<file path="config.mk">
export PLATFORM = sky130hd
export DESIGN_NAME = lsa_cordic_cell
export DESIGN_NICKNAME = d
export VERILOG_FILES = /design/src/rtl/lsa_pkg.sv /design/src/rtl/lsa_cordic_cell.sv
export SDC_FILE = /design/constraint.sdc
export NUM_CORES = 1
export LEC_CHECK = 0
export BUFFER_PORTS_ARGS = -buffer_cell sky130_fd_sc_hd__buf_2
export CAP_MARGIN = 20
export CORE_ASPECT_RATIO = 1.1
export CORE_MARGIN = 5
export CORE_UTILIZATION = 62
export CTS_BUF_LIST = sky130_fd_sc_hd__clkbuf_4 sky130_fd_sc_hd__clkbuf_8
export DETAILED_ROUTE_END_ITERATION = 16
export PLACE_DENSITY = 0.9
export SLEW_MARGIN = 40
export SYNTH_ARGS = -nofsm -noshare
export SYNTH_HDL_FRONTEND = slang
export SYNTH_SLANG_ARGS = --single-unit
</file>
<file path="constraint.sdc">
create_clock -name clock -period 7.7 [get_ports clock]
set_input_delay 1.54 -clock clock [delete_from_list [all_inputs] [get_ports clock]]
set_output_delay 1.54 -clock clock [all_outputs]
set_load 0.05 [all_outputs]
</file>
<file path="src/rtl/lsa_pkg.sv">
package lsa_pkg;

   // Normalized coordinates keep their largest magnitude in [2^39, 2^40)
   localparam int NORM_TOP = 40;
   localparam int NW = NORM_TOP + 1;

   // CORDIC gain in Q20, applied to dz through two partial products
   localparam int GAIN_FRAC = 20;
   localparam int GAIN_W = 21;
   localparam logic [GAIN_W-1:0] GAIN_Q20 = 21'd1726753;
   localparam int KW = NW + 1;

   // CORDIC datapath: x/y carry gain growth, z is in 2^-23 degree
   localparam int CW = 46;
   localparam int ZW = 34;
   localparam int AW = 16;
   localparam int ROUND_SHIFT = 16;
   localparam int ATAN_DEPTH = 32;

   localparam logic signed [ZW-1:0] HALF_TURN = 34'sd1509949440;
   localparam logic signed [ZW-1:0] ANGLE_HALF_LSB = 34'sd32768;

   // Register file indexes
   localparam int CSR_IDX_W = 2;
   localparam logic [CSR_IDX_W-1:0] CSR_ELEV_MAX = 2'd0;
   localparam logic [CSR_IDX_W-1:0] CSR_ELEV_MIN = 2'd1;

   typedef logic signed [ZW-1:0] angle_type;

   // round(atan(2^-i) * 180/pi * 2^23)
   localparam angle_type ATAN_TAB [0:ATAN_DEPTH-1] = '{
      34'sd377487360, 34'sd222843801, 34'sd117744544, 34'sd59768969,
      34'sd30000467,  34'sd15014858,  34'sd7509261,   34'sd3754860,
      34'sd1877459,   34'sd938733,    34'sd469367,    34'sd234683,
      34'sd117342,    34'sd58671,     34'sd29335,     34'sd14668,
      34'sd7334,      34'sd3667,      34'sd1833,      34'sd917,
      34'sd458,       34'sd229,       34'sd115,       34'sd57,
      34'sd29,        34'sd14,        34'sd7,         34'sd4,
      34'sd2,         34'sd1,         34'sd0,         34'sd0
   };

   typedef struct packed {
      logic signed [CW-1:0] x;
      logic signed [CW-1:0] y;
      angle_type            z;
   } vec_type;

   typedef struct packed {
      logic valid;
      logic west;
      logic az_zero;
      logic el_zero;
   } tag_type;

   // Fold the left half plane onto the right one, starting z at +-180 deg
   function automatic vec_type pre_rotate(input logic signed [CW-1:0] y,
                                          input logic signed [CW-1:0] x);
      vec_type v;
      v.x = x;
      v.y = y;
      v.z = '0;
      if (x[CW-1]) begin
         v.x = -x;
         v.y = -y;
         v.z = y[CW-1] ? -HALF_TURN : HALF_TURN;
      end
      return v;
   endfunction

   // Clamp to +-180 deg and round half up to 1/128 degree
   function automatic logic signed [AW-1:0] round_angle(input angle_type z,
                                                        input logic zero);
      angle_type zc;
      angle_type zr;
      zc = z;
      if (z > HALF_TURN) zc = HALF_TURN;
      if (z < -HALF_TURN) zc = -HALF_TURN;
      zr = (zc + ANGLE_HALF_LSB) >>> ROUND_SHIFT;
      return zero ? '0 : zr[AW-1:0];
   endfunction

endpackage

</file>
<file path="src/rtl/lsa_cordic_cell.sv">
module lsa_cordic_cell #(
   parameter int STAGE = 0,
   parameter int PW = 16
) (
   input  logic              clock,
   input  logic              reset,
   input  logic              en,
   input  lsa_pkg::tag_type  src_tag,
   input  lsa_pkg::vec_type  src_vec,
   input  logic [PW-1:0]     src_pay,
   output lsa_pkg::tag_type  dst_tag,
   output lsa_pkg::vec_type  dst_vec,
   output logic [PW-1:0]     dst_pay
);

   lsa_pkg::tag_type tag_ff, tag_in;
   lsa_pkg::vec_type vec_ff, vec_in;
   logic [PW-1:0] pay_ff, pay_in;
   logic signed [lsa_pkg::CW-1:0] xs, ys;

   assign xs = $signed(src_vec.x) >>> STAGE;
   assign ys = $signed(src_vec.y) >>> STAGE;

   // Rotate toward y = 0; y of zero counts as positive
   always_comb begin
      tag_in = tag_ff;
      vec_in = vec_ff;
      pay_in = pay_ff;
      if (en) begin
         tag_in = src_tag;
         pay_in = src_pay;
         if (!src_vec.y[lsa_pkg::CW-1]) begin
            vec_in.x = src_vec.x + ys;
            vec_in.y = src_vec.y - xs;
            vec_in.z = src_vec.z + lsa_pkg::ATAN_TAB[STAGE];
         end else begin
            vec_in.x = src_vec.x - ys;
            vec_in.y = src_vec.y + xs;
            vec_in.z = src_vec.z - lsa_pkg::ATAN_TAB[STAGE];
         end
      end
   end

   always_ff @(posedge clock) begin
      if (reset) begin
         tag_ff <= '0;
      end else begin
         tag_ff <= tag_in;
      end
   end

   always_ff @(posedge clock) begin
      vec_ff <= vec_in;
      pay_ff <= pay_in;
   end

   assign dst_tag = tag_ff;
   assign dst_vec = vec_ff;
   assign dst_pay = pay_ff;

endmodule
</file>
---- Word level (Yosys, flattened, before mapping) ----
Cells that the tools add are included.
storage, ports and cells
  logic and storage cells ................. 14
  output and inout bits ................... 146
  register bits after elaboration ......... 146
operators by class
  $add $sub $neg .......................... 5
  mux-type cells .......................... 1
operators with widths
  kind                                                                    number
  126-bit two-way mux                                                     1
  46-bit subtractor                                                       2
  46-bit adder                                                            1
  34-bit by 30-bit adder with 34-bit output (second input constant)       1
  34-bit by 30-bit subtractor with 34-bit output (second input constant)  1

---- Logic depth before layout (Yosys ltp) ----
  word-level depth ........................ 2
  gate-level depth with buffers ........... 14
  depth with buffers taken out ............ 13

---- Worst setup path before layout ----
OpenSTA, ideal clock, no wires.
  kind .................................... input port to flip-flop
  start ................................... in src_vec[80] (netlist bit)
  end ..................................... reg vec_ff, in the netlist dst_vec[120], data pin
  data arrival time ....................... 3.976 ns
  data required time ...................... 7.441 ns
  stages on the path ...................... 13
  path slack .............................. 3.465 ns
  cells stage by stage .................... inv_1 -> ha_1 -> fa_1 -> nand3b_2 -> a2111oi_4 -> nor2_2 -> o311a_1 -> a21oi_2 -> a21oi_2 -> o31ai_2 -> a41oi_1 -> mux2i_1 -> xnor2_1
on the way
  cells in the longest elaborated chain, start to end .. 2
  elaborated cells on any way between the ends .. 3
  those cells by class .................... add/sub (2); mux (1)
RTL lines
  element                                            RTL line                                      source
  from (decl)                                        lsa_cordic_cell.sv:9                          input lsa_pkg::vec_type src_vec,
  46-bit adder or 46-bit subtractor (tied branches)  lsa_cordic_cell.sv:33, lsa_cordic_cell.sv:37
  126-bit two-way mux (*)                            lsa_cordic_cell.sv:32                         if (!src_vec.y[lsa_pkg::CW-1]) begin
  to (signal assigned)                               lsa_cordic_cell.sv:53                         vec_ff <= vec_in;
  to (decl)                                          lsa_cordic_cell.sv:17                         lsa_pkg::vec_type vec_ff, vec_in;
Mark *: on every way between the ends. The rest lies on a longest branch, timed or not.
A chain may end at the register's enable or synchronous reset.

---- Worst setup path in the final report ----
  start ................................... in src_vec[45] (netlist bit)
  end ..................................... reg vec_ff, in the netlist dst_vec[117], data pin
The elaborated chain is that of the path after synthesis.

==> impl_results.md <==
* Num ports at 295
* RSZ-0062 raised after global routing: false
* FF-to-FF End: dst_tag[1]$_SDFFE_PP0P_
* Syn nets at 1809
* Place WS at 2.37 ns
* Die Area at 0.0242 mm^2
* Layout cells sized above 1 at 0.208
* Cell Area, Placed at 0.0147 mm^2
* # DRC at 0
* Synth unique cells at 83
* Arr. time, crit path at 5.26 ns
* Row count at 55
* Worst hold slack at 0.497 ns
* Worst r2r src: dst_tag[1]$_SDFFE_PP0P_
* # Max-Cap Violations at 0
* Netlist area before placement at 0.0131 mm^2
* Largest fanout on the critical path at 14
* Design Area, Final at 0.0151 mm^2
* First-pass DRT Iterations at 8
* WL/cell at 20.7 um
* Max-slew violation count at 0
* Most common cell after layout, fill and taps aside: buf_2
* Synth-to-Final Area Change at 15.4%
* Crit Path Category: primary input to flop
* Final Power at 3.03 mW
* Num Clock Sinks at 145
* Clock-pin slew on the worst setup and hold paths at 0.10 ns
* Post CTS Setup Buffer Count at 0
* Worst hold path type: flop to flop
* Fillers at 1556
* CP Launch Type: primary input
* Seq/Total Area, Yosys at 0.329
* R2r worst-path depth at 2
* Number of global-route vias before repair at 12300
* YS warnings at 0
* Syn Area/Cell at 8.77 um^2
* Fraction of registers with async set/reset at 0
* Status: finished clean
* Core ar. at 0.0207 mm^2
* Initial Utilization at 0.634
* Peak supply drop at 0.154 mV
* Routed WL at 42500 um
* Mapped Cells at 1496
* Crit path to: dst_vec[117]$_DFFE_PP_
* Max Fclk at 198 MHz
* Cts bufs inserted at 17
* Max-Slew Margin vs Limit at 0.439
* Routed vias at 12600
* Cell Pwr Density at 200 mW/mm^2
* Antenna violations before repair at 6
* Post-route ant nets at 0
* CTS tree: yes
* Register-to-register setup slack at 7.06 ns
* Post-CTS Resized at 0
* Width of the die at 149 um
* PnR worst setup slack at 2.66 ns
* First-pass GRT wire length at 65900 um
* H-tree Lvls at 4
* Largest net degree at the start of global routing at 100
* Worst EP required at 7.91 ns
* Main synth FF type: edfxtp_1
* #FFs+latches synth at 145
* Buffer depth of the longest clock path at 2
* Commonest non-fill, non-tap cells in the layout: 292 x buf_2, 183 x a21oi_1, 160 x ha_1, 153 x inv_1, 141 x edfxtp_1
* Initial drt markers at 1338
* Clk_lat worst skew at 0.47 ns
* Final Core Density at 0.731
* Final GP Congestion at 0.979
* Pleak at 6.78 nW
* Clock Skews at 0 ns
* Crit. Startpoint: src_vec[45]
* Final Non-Filler Cells at 2051
* Worst Max-Slew Pin Slew at 0.834 ns
* GRT Total Usage at 0.341
* Worst setup EP type: flop
* Post-DP HPWL at 33400 um
* Buffers on Ports at 294
* Nets at 2061
* Post-CTS Hold Fix Bufs at 0
* Via/cell ratio at 6.15
* Final Setup Violations at 0
* Die Ht at 163 um
* Tmin final at 5.04 ns
* Fin Setup TNS at 0 ns
* Dpl cells at 2014
* Number of flops mapped to enable cells by yosys at 141
* Grt ovf at 0
* Final period util at 0.655
* Clock tree root buffer cell: clkbuf_8
* Fin. Hold Viols at 0
[metal layers]
layer	global-route usage	wire length (um)	up-vias
met4	0.121	1510	2
li1	-	-	5847
met3	0.0660	4020	127
met1	0.430	16400	5884
met5	0	7	-
met2	0.585	20600	757
[flip-flops by register name (all words and copies together), names as in the netlist]
register and flops:
dst_tag 4, dst_pay 16, dst_vec 125
[kinds of logic after synthesis]
| group | synth area share |
|---|---|
| AOI/OAI and AO/OA | 0.232 |
| xor gates and xnor gates | 0.0641 |
| adders and majority gates | 0.159 |
| buffers and inverters | 0.0682 |
| DFF | 0.329 |
| muxes | 0.0206 |
| and+or+nand+nor | 0.128 |
[critical path: stages]
cell and delay (ns):
buf_2 0.10, inv_1 0.04, ha_1 0.49, nor4_1 0.80, nand2_1 0.10, a211oi_1 0.45, o31a_1 0.32, o31ai_4 0.10
o221ai_2 0.33, nor3_1 0.11, o311a_1 0.39, o22ai_1 0.36, xnor2_1 0.11
[power by group]
group | internal (mW) | switching (mW)
logic | 0.373 | 0.966
clock network | 0.273 | 0.373
registers | 1.01 | 0.0315
total | 1.66 | 1.37
[layout make-up]
class,instances,area (um^2),share of cell area
sequential,145,4310,0.285
clock buffer,17,234,0.0155
timing repair buffer,297,1510,0.100
tap,285,357,0.0235
antenna,5,12.5,0.000826
inverter,163,612,0.0404
multi-input combinational,1124,7930,0.524
clock inverter,15,170,0.0112
[cell usage after synthesis, types with 5 or more instances]
cell        n  share of area
a21oi_1   183          0.070
clkbuf_1   29         0.0083
a211o_1     8         0.0053
xor2_1     10         0.0067
inv_2       6         0.0017
mux2i_1    27          0.021
nor4_1     19         0.0091
or2_2       5         0.0024
o21a_1     14         0.0080
xnor2_1    86          0.057
o211ai_1    9         0.0051
and2_1      5         0.0024
o21ai_0    91          0.035
o21ai_1    10         0.0038
nor2_1    134          0.038
a211oi_1   10         0.0057
inv_1     153          0.044
nand2_1    81          0.023
nor2b_1    15         0.0071
nor3_1     31          0.012
nand4_1    19         0.0091
o21bai_1   33          0.019
o31ai_1    14         0.0080
buf_2      19         0.0072
nand3_1    19         0.0072
a21o_1     21          0.012
ha_1      160           0.15
buf_1      12         0.0034
edfxtp_1  141           0.32
a31oi_1    17         0.0081
nand2b_1   12         0.0057
[worst min path at each step]
stage	from	endpoint	slack [ns]	cells after the start
floorplan	dst_tag[0]$_SDFFE_PP0P_	dst_tag[0]$_SDFFE_PP0P_	0.73	2
global placement	dst_tag[3]$_SDFFE_PP0P_	dst_tag[3]$_SDFFE_PP0P_	0.47	2
detailed placement	dst_tag[3]$_SDFFE_PP0P_	dst_tag[3]$_SDFFE_PP0P_	0.47	2
CTS	dst_tag[3]$_SDFFE_PP0P_	dst_tag[3]$_SDFFE_PP0P_	0.50	2
global route	dst_tag[3]$_SDFFE_PP0P_	dst_tag[3]$_SDFFE_PP0P_	0.52	2
finish	dst_tag[3]$_SDFFE_PP0P_	dst_tag[3]$_SDFFE_PP0P_	0.50	2
Note: power is estimated with default switching activity, not from simulation.
