<file path="config.mk">
export PLATFORM = sky130hd
export DESIGN_NAME = lsa_norm_cell
export DESIGN_NICKNAME = d
export VERILOG_FILES = /design/src/rtl/lsa_pkg.sv /design/src/rtl/lsa_norm_cell.sv
export SDC_FILE = /design/constraint.sdc
export NUM_CORES = 1
export LEC_CHECK = 0
export BUFFER_PORTS_ARGS = -buffer_cell sky130_fd_sc_hd__buf_2
export CAP_MARGIN = 10
export CORE_MARGIN = 5
export CORE_UTILIZATION = 42
export DETAILED_ROUTE_END_ITERATION = 12
export PLACE_DENSITY = 0.76
export SYNTH_ARGS = -nofsm -noshare
export SYNTH_HDL_FRONTEND = slang
export SYNTH_SLANG_ARGS = --single-unit
export TNS_END_PERCENT = 5
</file>
<file path="constraint.sdc">
create_clock -name clock -period 0.97 [get_ports clock]
set_input_delay 0.097 -clock clock [delete_from_list [all_inputs] [get_ports clock]]
set_output_delay 0.097 -clock clock [all_outputs]
set_load 0.01 [all_outputs]
</file>
<file path="src/rtl/lsa_pkg.sv">
package lsa_pkg;

   // Normalized coordinates keep their largest magnitude in [2^39, 2^40)
   localparam int NORM_TOP = 40;
   localparam int NW = NORM_TOP + 1;

   // CORDIC gain in Q20, applied to dz through two partial products
   localparam int GAIN_FRAC = 20;
   localparam int GAIN_W = 21;
   localparam logic [GAIN_W-1:0] GAIN_Q20 = 21'd1726753;
   localparam int KW = NW + 1;

   // CORDIC datapath: x/y carry gain growth, z is in 2^-23 degree
   localparam int CW = 46;
   localparam int ZW = 34;
   localparam int AW = 16;
   localparam int ROUND_SHIFT = 16;
   localparam int ATAN_DEPTH = 32;

   localparam logic signed [ZW-1:0] HALF_TURN = 34'sd1509949440;
   localparam logic signed [ZW-1:0] ANGLE_HALF_LSB = 34'sd32768;

   // Register file indexes
   localparam int CSR_IDX_W = 2;
   localparam logic [CSR_IDX_W-1:0] CSR_ELEV_MAX = 2'd0;
   localparam logic [CSR_IDX_W-1:0] CSR_ELEV_MIN = 2'd1;

   typedef logic signed [ZW-1:0] angle_type;

   // round(atan(2^-i) * 180/pi * 2^23)
   localparam angle_type ATAN_TAB [0:ATAN_DEPTH-1] = '{
      34'sd377487360, 34'sd222843801, 34'sd117744544, 34'sd59768969,
      34'sd30000467,  34'sd15014858,  34'sd7509261,   34'sd3754860,
      34'sd1877459,   34'sd938733,    34'sd469367,    34'sd234683,
      34'sd117342,    34'sd58671,     34'sd29335,     34'sd14668,
      34'sd7334,      34'sd3667,      34'sd1833,      34'sd917,
      34'sd458,       34'sd229,       34'sd115,       34'sd57,
      34'sd29,        34'sd14,        34'sd7,         34'sd4,
      34'sd2,         34'sd1,         34'sd0,         34'sd0
   };

   typedef struct packed {
      logic signed [CW-1:0] x;
      logic signed [CW-1:0] y;
      angle_type            z;
   } vec_type;

   typedef struct packed {
      logic valid;
      logic west;
      logic az_zero;
      logic el_zero;
   } tag_type;

   // Fold the left half plane onto the right one, starting z at +-180 deg
   function automatic vec_type pre_rotate(input logic signed [CW-1:0] y,
                                          input logic signed [CW-1:0] x);
      vec_type v;
      v.x = x;
      v.y = y;
      v.z = '0;
      if (x[CW-1]) begin
         v.x = -x;
         v.y = -y;
         v.z = y[CW-1] ? -HALF_TURN : HALF_TURN;
      end
      return v;
   endfunction

   // Clamp to +-180 deg and round half up to 1/128 degree
   function automatic logic signed [AW-1:0] round_angle(input angle_type z,
                                                        input logic zero);
      angle_type zc;
      angle_type zr;
      zc = z;
      if (z > HALF_TURN) zc = HALF_TURN;
      if (z < -HALF_TURN) zc = -HALF_TURN;
      zr = (zc + ANGLE_HALF_LSB) >>> ROUND_SHIFT;
      return zero ? '0 : zr[AW-1:0];
   endfunction

endpackage

</file>
<file path="src/rtl/lsa_norm_cell.sv">
module lsa_norm_cell #(
   parameter int VW = 41,
   parameter int MW = 40,
   parameter int SHIFT = 1
) (
   input  logic                    clock,
   input  logic                    reset,
   input  logic                    en,
   input  lsa_pkg::tag_type        src_tag,
   input  logic signed [VW-1:0]    src_dx,
   input  logic signed [VW-1:0]    src_dy,
   input  logic signed [VW-1:0]    src_dz,
   input  logic [MW-1:0]           src_mag,
   output lsa_pkg::tag_type        dst_tag,
   output logic signed [VW-1:0]    dst_dx,
   output logic signed [VW-1:0]    dst_dy,
   output logic signed [VW-1:0]    dst_dz,
   output logic [MW-1:0]           dst_mag
);

   lsa_pkg::tag_type tag_ff, tag_in;
   logic signed [VW-1:0] dx_ff, dx_in, dy_ff, dy_in, dz_ff, dz_in;
   logic [MW-1:0] mag_ff, mag_in;
   logic hit;

   // Shift when the top SHIFT bits of the combined magnitude are clear
   assign hit = (src_mag[MW-1 -: SHIFT] == '0);

   always_comb begin
      tag_in = tag_ff;
      dx_in = dx_ff;
      dy_in = dy_ff;
      dz_in = dz_ff;
      mag_in = mag_ff;
      if (en) begin
         tag_in = src_tag;
         if (hit) begin
            dx_in = src_dx <<< SHIFT;
            dy_in = src_dy <<< SHIFT;
            dz_in = src_dz <<< SHIFT;
            mag_in = src_mag << SHIFT;
         end else begin
            dx_in = src_dx;
            dy_in = src_dy;
            dz_in = src_dz;
            mag_in = src_mag;
         end
      end
   end

   // Clear the beat valid on reset
   always_ff @(posedge clock) begin
      if (reset) begin
         tag_ff <= '0;
      end else begin
         tag_ff <= tag_in;
      end
   end

   always_ff @(posedge clock) begin
      dx_ff <= dx_in;
      dy_ff <= dy_in;
      dz_ff <= dz_in;
      mag_ff <= mag_in;
   end

   assign dst_tag = tag_ff;
   assign dst_dx = dx_ff;
   assign dst_dy = dy_ff;
   assign dst_dz = dz_ff;
   assign dst_mag = mag_ff;

endmodule

</file>
; Yosys cells after proc, flatten, opt, wreduce, memory -nomap -nowiden
; Cells that the tools add are included.
[totals]
latch_bits = 0
memories = 0
reg_bits = 167
rom_bits = 0
word_cells = 17
ramBits = 0
input_bits = 170
[classes]
reduce_logical = 0
shift = 0
eq_ne = 0
add_sub_neg = 0
bitwise = 0
mux = 4
n_div = 0
multipliers = 0
order_cmp = 0
[op_table]
columns = operator, n
row1 = 41-bit 2-to-1 mux, 3
row2 = 39-bit 2-to-1 mux, 1

; Logic depth before layout (Yosys ltp)
[depth]
ltp_word = 1
depth_mapped = 4

; Least setup slack after synthesis
; OpenSTA, ideal clock, no wires.
[synth_timing]
path_kind = input-to-reg
start = input src_mag[39]
end = register dx_ff[10], in the netlist dst_dx[10], data pin
stages = 4
setup_time_ps = 260
arrival_ps = 800
path_slack_ps = -91
cell_sequence = buf_6 > buf_6 > buf_6 > mux2_4
[synth_via]
elab_chain_cells = 1
[synth_lines]
columns = element, line_no
row1 = start: declaration, lsa_norm_cell.sv:13  ; input logic [MW-1:0] src_mag,
row2 = 41-bit 2-to-1 mux, lsa_norm_cell.sv:37  ; if (hit) begin
row3 = end signal: assignment, lsa_norm_cell.sv:61  ; dx_ff <= dx_in;
row4 = end: declaration, lsa_norm_cell.sv:22  ; logic signed [VW-1:0] dx_ff, dx_in, dy_ff, dy_in, dz_ff, dz_in;
; Every way passes these cells.
; A chain may end at the register's enable or synchronous reset.

; Final worst setup path
[layout_timing]
start = register dy_ff[0], in the netlist dst_dy[0]
end = output dst_dy[0]
[layout_rtl]
columns = element, line_no
row1 = start: declaration, lsa_norm_cell.sv:22
row2 = start signal: assignment, lsa_norm_cell.sv:62  ; dy_ff <= dy_in;
row3 = end: declaration, lsa_norm_cell.sv:16  ; output logic signed [VW-1:0] dst_dy,
; No word-level cell between the ends.

==> flow_metrics.tcl <==
set metrics [dict create \
    setup.worst_path.start_class "register" \
    setup.worst_path.class "register to primary output" \
    power_switching_share_pct 23.37 \
    cellPowerDensity_nw_per_um2 1659 \
    numPlacedInstances 920 \
    clock_tree_sinks 167 \
    finish.cell_count_without_fillers 1108 \
    initial_core_utilization_pct 42.27 \
    number_of_antenna_violations_at_the_first_check_in_global_routing 1 \
    drc 0 \
    commonest_register_cell_after_synthesis "sky130_fd_sc_hd__edfxtp_1" \
    power_frac_comb_pct 16.7 \
    layout-drive-gt1-share_pct 62.47 \
    min_setup_slack_post_route_ns -0.1431 \
    grt_usage_pct 20.87 \
    placement_rows 48 \
    critical-path-max-stage-delay_ns 0.43 \
    max-cap-violations 0 \
    ys_ff_latch 167 \
    post-synth-top-count-cell "sky130_fd_sc_hd__edfxtp_1" \
    postLayoutCoreUtil_pct 67.27 \
    globalplace.congestion 0.8637 \
    post-route-cell-area_sq_um 11510 \
    die_width_um 141.2 \
    first_global_vias 5873 \
    netlist_area_sq_um 7234 \
    postSynth.asyncResetShare_pct 0 \
    layout.nets 1039 \
    r2r_cells 2 \
    clkPwrFrac_pct 36.8 \
    skew_ns 0 \
    final.period_utilization_pct 114.8 \
    cts_made_buffers 17 \
    grt_first_pass_wirelength_mm 31.93 \
    worst_ep_required_time_ns 0.87 \
    grt_setup_unrepaired "yes" \
    route.detailed.wl_per_inst_um 19.10 \
    number_of_buffers_and_inverters_on_the_critical_path 1 \
    area.growth.synth_to_final_pct 59.15 \
    synth_xor_area_share_pct 0 \
    fill_cells 1160 \
    seq_power_share_pct 46.5 \
    vdd_ir_drop_max_mv 1.105 \
    violations "setup timing" \
    power_mw 19.10 \
    root_buffer "sky130_fd_sc_hd__clkbuf_16" \
    timing.critical_path.depth 1 \
    dieArea_sq_um 19950 \
    critical_path_capture_point_type "primary output" \
    switchingPower_mw 4.464 \
    synth.top_cell.area_share_pct 67.66 \
    synth_compound_area_share_pct 0 \
    die-height_um 141.2 \
    timing.final.max_slew_violations 0 \
    cts.clk_slew.worst_paths_ns 0.07 \
    coreArea_sq_um 17120 \
    boundaryPins 337 \
    synth_top_family_by_area "multiplexers" \
    ys_seq_area_share_pct 68.77 \
    worst_skew_pair.late_latency_ns 0.41 \
    synth-warning-count 0 \
    drt_first_pass_iters 4 \
    drt_iter0_drc 223 \
    post_synth_fa_ha_maj_area_fraction_pct 0 \
    hold_slack_ns 0.02196 \
    netlist_instances 357 \
    detailed_place_hpwl_mm 13.97 \
    p_int_mw 14.63 \
    global_route.overflow_total 0 \
    detail_route.vias_per_cell 4.759 \
    netlist.top_cell.by_area "sky130_fd_sc_hd__edfxtp_1" \
    crit_path_cell_trace "buf_2" \
    postRouteAntennaNets 0 \
    synth_fp_nets 527 \
    final-setup-viol-count 164 \
    cts_tree "built" \
    worst_hold_path_type "input pin to register" \
    hold_path_depth 2 \
    clock.fmax_ghz 0.8984 \
    ys_types 11 \
    io_buffers 336 \
    leakage_nw 4.987 \
    synth_simple_gate_area_share_pct 0.6399 \
    clock_tree.htree_level_count 4 \
    syn_avg_cell_area_sq_um 20.26 \
    dpl_worst_slack_ns -0.2339 \
    crit_fanout 1 \
    synth.top_cells.by_area "sky130_fd_sc_hd__edfxtp_1 (68%), sky130_fd_sc_hd__mux2_2 (14%), sky130_fd_sc_hd__mux2_4 (13%), sky130_fd_sc_hd__buf_6 (1.4%), sky130_fd_sc_hd__dfxtp_1 (1.1%)" \
    hold_fails_final_rpt 0 \
    post-route-min-period_ns 1.113 \
    clockBufferDepth 2 \
    place_area_sq_um 9295 \
    crit_arrival_ns 1.02 \
    synth_mux_area_share_pct 28.52 \
    timing.critical_path.slowest_stage_cell "sky130_fd_sc_hd__edfxtp_1" \
    critPathTopFamily "flip-flops" \
    netlist_top_cells_count "sky130_fd_sc_hd__edfxtp_1 (163), sky130_fd_sc_hd__mux2_2 (93), sky130_fd_sc_hd__mux2_4 (65)" \
    outcome "finished with violations" \
    timing.setup.tns_ns -9.827 \
    grt_max_degree 38 \
    slew_headroom_pct 84.56 \
    dr_total_vias 5273 \
    wl_mm 21.17 \
    synth_enable_flop_cells 163 \
    max_slew.worst_pin.slew_ns 0.2316 \
]
-- kinds of logic (layout without fill, tap and decap cells) --
family,Yosys count,count (layout)
other,0,1
buffers and inverters,19,544
and+or+nand+nor,9,9
muxes,162,162
DFF,167,167
-- registers in the layout, indices dropped and copies added, names as in the netlist --
name     count
dst_mag     40
dst_tag      4
dst_dy      41
dst_dz      41
dst_dx      41
-- power by group through the flow --
| stage | clock network, mW | logic [mW] | registers (mW) |
|---|---|---|---|
| global route | 7.52 | 3.38 | 8.93 |
| detailed placement | 0 | 2.63 | 9.01 |
| finish | 7.03 | 3.19 | 8.88 |
| floorplan | 0 | 0.891 | 9.38 |
| CTS | 7.16 | 3.15 | 8.87 |
| global placement | 0 | 2.57 | 9.00 |
-- worst paths after layout --
| path | start | endpoint | slack (ns) |
|---|---|---|---|
| worst max-delay path | dst_dy[0] | dst_dy[0] | -0.14 |
| worst min-delay path | src_mag[31] | dst_mag[31] | 0.02 |
| worst max register to register | dst_tag[1] | dst_tag[1] | 0.30 |
| worst min register to register | dst_tag[0] | dst_tag[0] | 0.51 |
-- routing by layer --
layer | vias to the layer above | track usage, % | wire (um)
met5 | - | 0 | 0
met3 | 49 | 6.275 | 1583
met2 | 253 | 38.78 | 11560
met1 | 2534 | 21.83 | 7389
li1 | 2437 | - | -
met4 | 0 | 8.465 | 631
-- cell type report --
| class | instances | area (sq um) | share of cell area, % |
|---|---|---|---|
| flip-flops and latches | 167 | 4980 | 43.25 |
| repair buffers | 512 | 3525 | 30.61 |
| clock buffers | 19 | 442.9 | 3.847 |
| multi-input cells | 171 | 2110 | 18.32 |
| clock inverters | 13 | 172.7 | 1.500 |
| diodes | 1 | 2.502 | 0.02173 |
| well taps | 225 | 281.5 | 2.445 |
-- cell usage in the layout, fill, tap and decap left out, types with 3 or more instances in the layout --
cell                            netlist  layout
sky130_fd_sc_hd__mux2_4              65      65
sky130_fd_sc_hd__edfxtp_1           163     163
sky130_fd_sc_hd__buf_6                9       8
sky130_fd_sc_hd__dlygate4sd3_1        0     155
sky130_fd_sc_hd__buf_12               0       6
sky130_fd_sc_hd__buf_4                0      15
sky130_fd_sc_hd__dfxtp_2              0       4
sky130_fd_sc_hd__nor2_1               4       4
sky130_fd_sc_hd__clkinv_4             0       3
sky130_fd_sc_hd__mux2_2              93      93
sky130_fd_sc_hd__mux2i_1              4       4
sky130_fd_sc_hd__and2_1               4       4
sky130_fd_sc_hd__buf_2                9     327
sky130_fd_sc_hd__bufinv_16            0       3
sky130_fd_sc_hd__clkbuf_16            0      17
-- repair_timing --
action / CTS / global route
endpoints found under the setup margin: 167 / 167
gates resized for setup: 8 / 4
setup buffers: 0 / 0
endpoints found under the hold margin: 158 / 0
hold buffers: 155 / 0
Note: power is estimated with default switching activity, not from simulation.
