--- src/rtl/lsa_pkg.sv ---
package lsa_pkg;

   // Normalized coordinates keep their largest magnitude in [2^39, 2^40)
   localparam int NORM_TOP = 40;
   localparam int NW = NORM_TOP + 1;

   // CORDIC gain in Q20, applied to dz through two partial products
   localparam int GAIN_FRAC = 20;
   localparam int GAIN_W = 21;
   localparam logic [GAIN_W-1:0] GAIN_Q20 = 21'd1726753;
   localparam int KW = NW + 1;

   // CORDIC datapath: x/y carry gain growth, z is in 2^-23 degree
   localparam int CW = 46;
   localparam int ZW = 34;
   localparam int AW = 16;
   localparam int ROUND_SHIFT = 16;
   localparam int ATAN_DEPTH = 32;

   localparam logic signed [ZW-1:0] HALF_TURN = 34'sd1509949440;
   localparam logic signed [ZW-1:0] ANGLE_HALF_LSB = 34'sd32768;

   // Register file indexes
   localparam int CSR_IDX_W = 2;
   localparam logic [CSR_IDX_W-1:0] CSR_ELEV_MAX = 2'd0;
   localparam logic [CSR_IDX_W-1:0] CSR_ELEV_MIN = 2'd1;

   typedef logic signed [ZW-1:0] angle_type;

   // round(atan(2^-i) * 180/pi * 2^23)
   localparam angle_type ATAN_TAB [0:ATAN_DEPTH-1] = '{
      34'sd377487360, 34'sd222843801, 34'sd117744544, 34'sd59768969,
      34'sd30000467,  34'sd15014858,  34'sd7509261,   34'sd3754860,
      34'sd1877459,   34'sd938733,    34'sd469367,    34'sd234683,
      34'sd117342,    34'sd58671,     34'sd29335,     34'sd14668,
      34'sd7334,      34'sd3667,      34'sd1833,      34'sd917,
      34'sd458,       34'sd229,       34'sd115,       34'sd57,
      34'sd29,        34'sd14,        34'sd7,         34'sd4,
      34'sd2,         34'sd1,         34'sd0,         34'sd0
   };

   typedef struct packed {
      logic signed [CW-1:0] x;
      logic signed [CW-1:0] y;
      angle_type            z;
   } vec_type;

   typedef struct packed {
      logic valid;
      logic west;
      logic az_zero;
      logic el_zero;
   } tag_type;

   // Fold the left half plane onto the right one, starting z at +-180 deg
   function automatic vec_type pre_rotate(input logic signed [CW-1:0] y,
                                          input logic signed [CW-1:0] x);
      vec_type v;
      v.x = x;
      v.y = y;
      v.z = '0;
      if (x[CW-1]) begin
         v.x = -x;
         v.y = -y;
         v.z = y[CW-1] ? -HALF_TURN : HALF_TURN;
      end
      return v;
   endfunction

   // Clamp to +-180 deg and round half up to 1/128 degree
   function automatic logic signed [AW-1:0] round_angle(input angle_type z,
                                                        input logic zero);
      angle_type zc;
      angle_type zr;
      zc = z;
      if (z > HALF_TURN) zc = HALF_TURN;
      if (z < -HALF_TURN) zc = -HALF_TURN;
      zr = (zc + ANGLE_HALF_LSB) >>> ROUND_SHIFT;
      return zero ? '0 : zr[AW-1:0];
   endfunction

endpackage

--- src/rtl/lsa_gain.sv ---
module lsa_gain (
   input  logic                          clock,
   input  logic                          reset,
   input  logic                          en,
   input  lsa_pkg::tag_type              src_tag,
   input  logic signed [lsa_pkg::NW-1:0] src_x,
   input  logic signed [lsa_pkg::NW-1:0] src_y,
   input  logic signed [lsa_pkg::NW-1:0] src_z,
   output lsa_pkg::tag_type              dst_tag,
   output logic signed [lsa_pkg::NW-1:0] dst_x,
   output logic signed [lsa_pkg::NW-1:0] dst_y,
   output logic signed [lsa_pkg::KW-1:0] dst_kdz
);

   localparam int NW = lsa_pkg::NW;
   localparam int FR = lsa_pkg::GAIN_FRAC;
   localparam int GW = lsa_pkg::GAIN_W;
   localparam int HW = NW - FR;
   localparam int PLW = FR + GW;
   localparam int PHW = HW + GW + 1;
   localparam int LW = PLW + 1;
   localparam int CAW = LW - FR;
   localparam logic [LW-1:0] LO_HALF = LW'(1) << (FR - 1);

   lsa_pkg::tag_type s1_tag_ff, s1_tag_in, s2_tag_ff, s2_tag_in;
   logic signed [NW-1:0] s1_x_ff, s1_x_in, s1_y_ff, s1_y_in;
   logic signed [NW-1:0] s2_x_ff, s2_x_in, s2_y_ff, s2_y_in;
   logic [PLW-1:0] s1_plo_ff, s1_plo_in;
   logic signed [PHW-1:0] s1_phi_ff, s1_phi_in;
   logic signed [lsa_pkg::KW-1:0] s2_kdz_ff, s2_kdz_in;
   logic [PLW-1:0] plo;
   logic signed [PHW-1:0] phi;
   logic [LW-1:0] lo_rnd;
   logic signed [PHW-1:0] kdz_full;

   // Split dz into an unsigned low part and a signed high part
   assign plo = {{GW{1'b0}}, src_z[FR-1:0]} * {{FR{1'b0}}, lsa_pkg::GAIN_Q20};
   assign phi = $signed({{(GW+1){src_z[NW-1]}}, src_z[NW-1:FR]})
              * $signed({{HW{1'b0}}, 1'b0, lsa_pkg::GAIN_Q20});

   // Recombine: high product plus the rounded carry out of the low product
   assign lo_rnd = {1'b0, s1_plo_ff} + LO_HALF;
   assign kdz_full = s1_phi_ff + $signed({{(PHW-CAW){1'b0}}, lo_rnd[LW-1:FR]});

   always_comb begin
      s1_tag_in = s1_tag_ff;
      s1_x_in = s1_x_ff;
      s1_y_in = s1_y_ff;
      s1_plo_in = s1_plo_ff;
      s1_phi_in = s1_phi_ff;
      s2_tag_in = s2_tag_ff;
      s2_x_in = s2_x_ff;
      s2_y_in = s2_y_ff;
      s2_kdz_in = s2_kdz_ff;
      if (en) begin
         s1_tag_in = src_tag;
         s1_tag_in.west = src_x[NW-1];
         s1_tag_in.az_zero = (src_x == '0) && (src_y == '0);
         s1_x_in = src_x;
         s1_y_in = src_y;
         s1_plo_in = plo;
         s1_phi_in = phi;
         s2_tag_in = s1_tag_ff;
         s2_x_in = s1_x_ff;
         s2_y_in = s1_y_ff;
         s2_kdz_in = kdz_full[lsa_pkg::KW-1:0];
      end
   end

   // Clear beat valids on reset
   always_ff @(posedge clock) begin
      if (reset) begin
         s1_tag_ff <= '0;
         s2_tag_ff <= '0;
      end else begin
         s1_tag_ff <= s1_tag_in;
         s2_tag_ff <= s2_tag_in;
      end
   end

   always_ff @(posedge clock) begin
      s1_x_ff <= s1_x_in;
      s1_y_ff <= s1_y_in;
      s1_plo_ff <= s1_plo_in;
      s1_phi_ff <= s1_phi_in;
      s2_x_ff <= s2_x_in;
      s2_y_ff <= s2_y_in;
      s2_kdz_ff <= s2_kdz_in;
   end

   assign dst_tag = s2_tag_ff;
   assign dst_x = s2_x_ff;
   assign dst_y = s2_y_ff;
   assign dst_kdz = s2_kdz_ff;

endmodule

--- config.mk ---
export PLATFORM = sky130hd
export DESIGN_NAME = lsa_gain
export DESIGN_NICKNAME = d
export VERILOG_FILES = /design/src/rtl/lsa_pkg.sv /design/src/rtl/lsa_gain.sv
export SDC_FILE = /design/constraint.sdc
export NUM_CORES = 1
export LEC_CHECK = 0
export BUFFER_PORTS_ARGS = -buffer_cell sky130_fd_sc_hd__buf_2
export CAP_MARGIN = 5
export CORE_MARGIN = 2
export CORE_UTILIZATION = 38
export DETAILED_ROUTE_END_ITERATION = 10
export SLEW_MARGIN = 5
export SYNTH_ARGS = -nofsm -noshare
export SYNTH_HDL_FRONTEND = slang
export SYNTH_SLANG_ARGS = --single-unit
--- constraint.sdc ---
create_clock -name clock -period 6.93 [get_ports clock]
set_input_delay 1.7325 -clock clock [delete_from_list [all_inputs] [get_ports clock]]
set_output_delay 1.7325 -clock clock [all_outputs]
set_load 0.02 [all_outputs]
# [Word level (Yosys, flattened, before mapping)]
# Cells that the tools add are included.
[totals] word_cells=22 input_bits=130 regBits=297 output_inout_bits=128
[classes] add_sub_neg=2 reduce_logical=3 mul=2
[op_table] operator="41-bit zero test" count=2
[op_table] operator="41-bit by 20-bit adder with 42-bit output (second input constant)" count=1
[op_table] operator="42-bit by 23-bit adder with 42-bit output" count=1
[op_table] operator="21-bit by 22-bit multiplier with 42-bit output (second input constant)" count=1
[op_table] operator="20-bit by 21-bit multiplier with 41-bit output (second input constant)" count=1
[op_table] operator="1-bit logical AND" count=1

# [Longest topological paths before layout]
[logic_depth] depth_word=2 ltp_mapped=22 mapped_depth_nobuf=22

# [Worst setup path after synthesis]
# No wires, ideal clock.
[synth_timing] path_type="input to register" from="input port src_z[20] (netlist name)" to="register s1_phi_ff[37] (data pin)" stages=20 t_required_ps=6667 slack_ps=-107 t_arrival_ps=6774 path_cell_list="ha_1 > fa_1 > inv_1 > fa_1 > inv_1 > fa_1 > fa_1 > inv_1 > fa_1 > fa_1 > inv_1 > ha_1 > inv_1 > o21ai_0 > a221oi_1 > o31ai_2 > a21oi_1 > o41ai_1 > a21oi_1 > xnor2_1"
[synth_via] elab_chain_cells=1
[synth_lines] item="start: declaration" line="lsa_gain.sv:8" rtl="input logic signed [lsa_pkg::NW-1:0] src_z,"
[synth_lines] item="21-bit by 22-bit multiplier with 42-bit output" line="lsa_gain.sv:39" rtl="* $signed({{HW{1'b0}}, 1'b0, lsa_pkg::GAIN_Q20});"
[synth_lines] item="net phi[37]" line="lsa_gain.sv:32" rtl="logic signed [PHW-1:0] phi;"
[synth_lines] item="end signal: assignment" line="lsa_gain.sv:85" rtl="s1_phi_ff <= s1_phi_in;"
[synth_lines] item="end: declaration" line="lsa_gain.sv:29" rtl="logic signed [PHW-1:0] s1_phi_ff, s1_phi_in;"
# The timed path passes the listed nets, and every way through them passes these cells.
# A chain may end at the register's enable or synchronous reset.

# [Worst setup path after layout]
# Ends and elaborated chain as after synthesis.

==> run_results.csv <==
group,metric,value,unit
final_layout,drive_gt1_share,22.9,%
placed_design,dp_hpwl,45400,um
worst_setup_path,cp_common_cell,"fa_1",
floorplan,die_x,251,um
worst_setup_path,worst-path-buf-inv,6,
worst_setup_path,slowest_delay,0.53,ns
clock_tree,cts_made_buffers,30,
worst_setup_path,r2r_end,"dst_kdz[24]$_DFFE_PP_",
clock_tree,ctsRootBufferMaster,"clkbuf_16",
drt,wl,53300,um
drt,viasPerCell,4.79,
synth,synth.net_count,2688,
clock_tree,post_cts_buffers,0,
final_layout,final_common_cell,"ha_1",
final_layout,final_cell_mix,"427 x ha_1, 375 x inv_1, 270 x edfxtp_1",
final_layout,finalNetCount,3191,
global_routing,grt_overflow,0,
sta,period_needed,6.72,ns
sta,max_slew_margin,31.8,%
worst_setup_path,cp-endpoint,"s1_phi_ff[37]$_DFFE_PP_",
final_layout,final-seq-area,0.00827,mm2
sta,fmax,149,MHz
synth,synth-async-reset-ratio,0,%
synth,synth_edf_count,270,
sta,rsz0062_at_grt,"yes",
run_status,outcome,"complete, no violations",
sta,fin_crit_sh,97.0,%
floorplan,fp-row-count,90,
clock_tree,cts.htree.levels,1,
final_layout,area_delta_synth_final,21.6,%
clock_tree,numClockSinks,278,
worst_setup_path,worstPathMaxFanout,4,
worst_setup_path,slowest_stage,"fa_1",
worst_setup_path,reg2reg_slack,2.88,ns
clock_tree,clk_latency,0.57,ns
synth,muxShareOfSynthArea,0.388,%
run,cap_viol_max_count,0,
sta,tns,0,ns
worst_setup_path,reg2reg_depth,15,
sta,tightest_slew,1.02,ns
worst_setup_path,crit_required,7.24,ns
clock_tree,cts_tree,"done",
drt,routedWlPerCell,16.5,um
synth,syn_area,0.0232,mm2
worst_setup_path,crit_path_start,"src_z[20]",
clock_tree,holdBufCountCts,0,
drt,num_vias,15400,
global_routing,antenna_found_initial,3,
global_routing,grt_use_total,17.1,%
synth,ys_seq_elements,278,
global_routing,grt_pass1_vias,16400,
drt,drt_iter0_drc,611,
worst_setup_path,start_kind,"input pin",
synth,seq_area_frac_synth,35.6,%
synth,syn_area_per_cell,12.2,um2
global_routing,grt_first_pass_wirelength,86100,um
drt,drtAntennaViolNets,0,
sta,finalMaxSlewViolations,0,
floorplan,die_h,251,um
synth,synth_cell_types,60,
clock_tree,clockBufferDepth,3,
worst_setup_path,cp.arrival,7.03,ns
synth,synthAdderAreaFrac,41.8,%
drt,drc_errors,0,
floorplan,dieArea,0.0632,mm2
worst_setup_path,cp-end-kind,"flip-flop",
final_layout,fillCellCount,5483,
clock_tree,clk_pin_slew,0.06,ns
worst_setup_path,reg2reg_from,"s1_plo_ff[19]$_DFFE_PP_",
worst_setup_path,critPathKind,"input pin to flip-flop",
worst_setup_path,crit_chain,"buf_2 -> ha_1 -> fa_1 -> inv_1 -> fa_1 -> inv_1 -> fa_1 -> fa_1 -> inv_1 -> fa_1 -> inv_1 -> ha_1 -> ha_1 -> nand4_1 -> a211oi_2 -> a221oi_2 -> o31ai_2 -> buf_4 -> a21oi_2 -> o41ai_2 -> a21oi_1 -> xnor2_1",
worst_setup_path,crit_cells,22,
global_routing,grt_max_degree,162,
floorplan,start_util,38.4,%
hold_path,hold_start,"s1_y_ff[21]$_DFFE_PP_",
floorplan,io-pin-count,258,
sta,finalSetupViolCount,0,
placed_design,port_buffers,255,
synth,synth-xor-area-share,4.11,%
final_layout,multi_input_area,0.0136,mm2
synth,synthFlopType,"edfxtp_1",
synth,synth-simple-area-share,5.40,%
worst_setup_path,path_delay_family,"adder cells",
synth,synth_top_family_by_area,"adder cells",
synth,synth-compound-area-share,6.54,%
sta,final_hold_viol_count,0,
synth,synth_cells,1912,
floorplan,core_area,0.0605,mm2
placed_design,place_congestion,0.879,
sta,clock_skew,0.0182,ns
drt,firstDrtPassIters,5,
synth,yosys_warnings,0,
hold_path,hp-class,"flip-flop to flip-flop",
how the worst min path moves through the flow:
| stage | cells past startpoint | to |
|---|---|---|
| 2_1_floorplan | 0 | dst_x[0]$_DFFE_PP_ |
| 3_3_place_gp | 0 | dst_x[23]$_DFFE_PP_ |
| 3_5_place_dp | 0 | dst_x[27]$_DFFE_PP_ |
| 4_1_cts | 0 | dst_x[31]$_DFFE_PP_ |
| 5_1_grt | 0 | dst_y[21]$_DFFE_PP_ |
| 6_report | 0 | dst_y[21]$_DFFE_PP_ |
layout make-up:
type	count	area share, %
antenna	1	0.00885
clock buffer	40	2.82
clock inverter	16	0.629
inverter	375	4.98
multi-input combinational	1249	48.2
sequential	278	29.3
tap	782	3.46
timing repair buffer	481	10.6
registers in the layout (all words and copies together) (netlist names):
register / count
s1_tag_ff: 4
dst_tag: 4
s1_phi_ff: 42
s1_y_ff: 41
dst_x: 41
dst_kdz: 42
dst_y: 41
s1_plo_ff: 22
s1_x_ff: 41
layer usage:
| layer | part of all wire [%] | GRT usage (%) | vias to the layer above |
|---|---|---|---|
| li1 | - | - | 7588 |
| met1 | 47 | 23.4 | 7435 |
| met2 | 46 | 28.5 | 346 |
| met3 | 4.8 | 2.55 | 61 |
| met4 | 2.2 | 4.25 | 2 |
| met5 | 0.021 | 0 | - |
cell families after synthesis:
family,after synthesis
compound gates,231
flops,278
fa+ha+maj,646
buf+inv,385
xor+xnor,109
mux,9
simple gates,254
synth_stat cells, drive strengths merged, types with 2 or more instances:
| master | count | area, um2 |
|---|---|---|
| a2111o | 2 | 22.5 |
| a2111oi | 2 | 17.5 |
| a211oi | 18 | 150 |
| a21boi | 4 | 33.8 |
| a21o | 36 | 270 |
| a21oi | 72 | 364 |
| a221oi | 2 | 23.8 |
| a31o | 2 | 17.5 |
| a31oi | 7 | 50.1 |
| and2 | 5 | 31.3 |
| and3 | 17 | 106 |
| and4 | 2 | 17.5 |
| clkbuf | 9 | 33.8 |
| dfxtp | 8 | 160 |
| edfxtp | 270 | 8110 |
| fa | 217 | 4340 |
| ha | 429 | 5370 |
| inv | 375 | 1410 |
| mux2i | 9 | 90.1 |
| nand2 | 57 | 214 |
| nand2b | 6 | 37.5 |
| nand3 | 32 | 160 |
| nand3b | 2 | 15.0 |
| nand4 | 10 | 62.6 |
| nor2 | 61 | 229 |
| nor2b | 8 | 50.1 |
| nor3 | 15 | 75.1 |
| nor4 | 22 | 138 |
| o2111ai | 6 | 52.6 |
| o211ai | 5 | 37.5 |
| o21a | 8 | 60.1 |
| o21ai | 42 | 214 |
| o21bai | 8 | 60.1 |
| o311ai | 2 | 17.5 |
| o31ai | 5 | 42.5 |
| o41ai | 4 | 35.0 |
| or2 | 5 | 31.3 |
| or3 | 7 | 43.8 |
| or4 | 2 | 15.0 |
| xnor2 | 78 | 683 |
| xor2 | 31 | 272 |
what timing repair did:
| action | in CTS | in global routing |
|---|---|---|
| gates resized for setup | 1 | 16 |
| pin swaps | 0 | 14 |
| endpoints found under the setup margin | 3 | 19 |
metrics by stage:
| stage | util, % | worst slack, ns | std cells | hold slack [ns] | area [um2] |
|---|---|---|---|---|---|
| 2_1_floorplan | - | -0.0289 | 1912 | 0.400 | 23300 |
| 3_3_place_gp | 45.0 | -0.594 | 3165 | 0.400 | 27200 |
| 3_5_place_dp | 45.0 | -0.700 | 3165 | 0.405 | 27200 |
| 4_1_cts | 46.6 | 0.0416 | 3221 | 0.413 | 28200 |
| 5_1_grt | 46.7 | -0.0178 | 3222 | 0.418 | 28300 |
| 6_report | 46.7 | 0.209 | 3222 | 0.409 | 28300 |
Power is not shown: default switching activity piles up to over one toggle a cycle in this logic, so the estimate is an artifact.
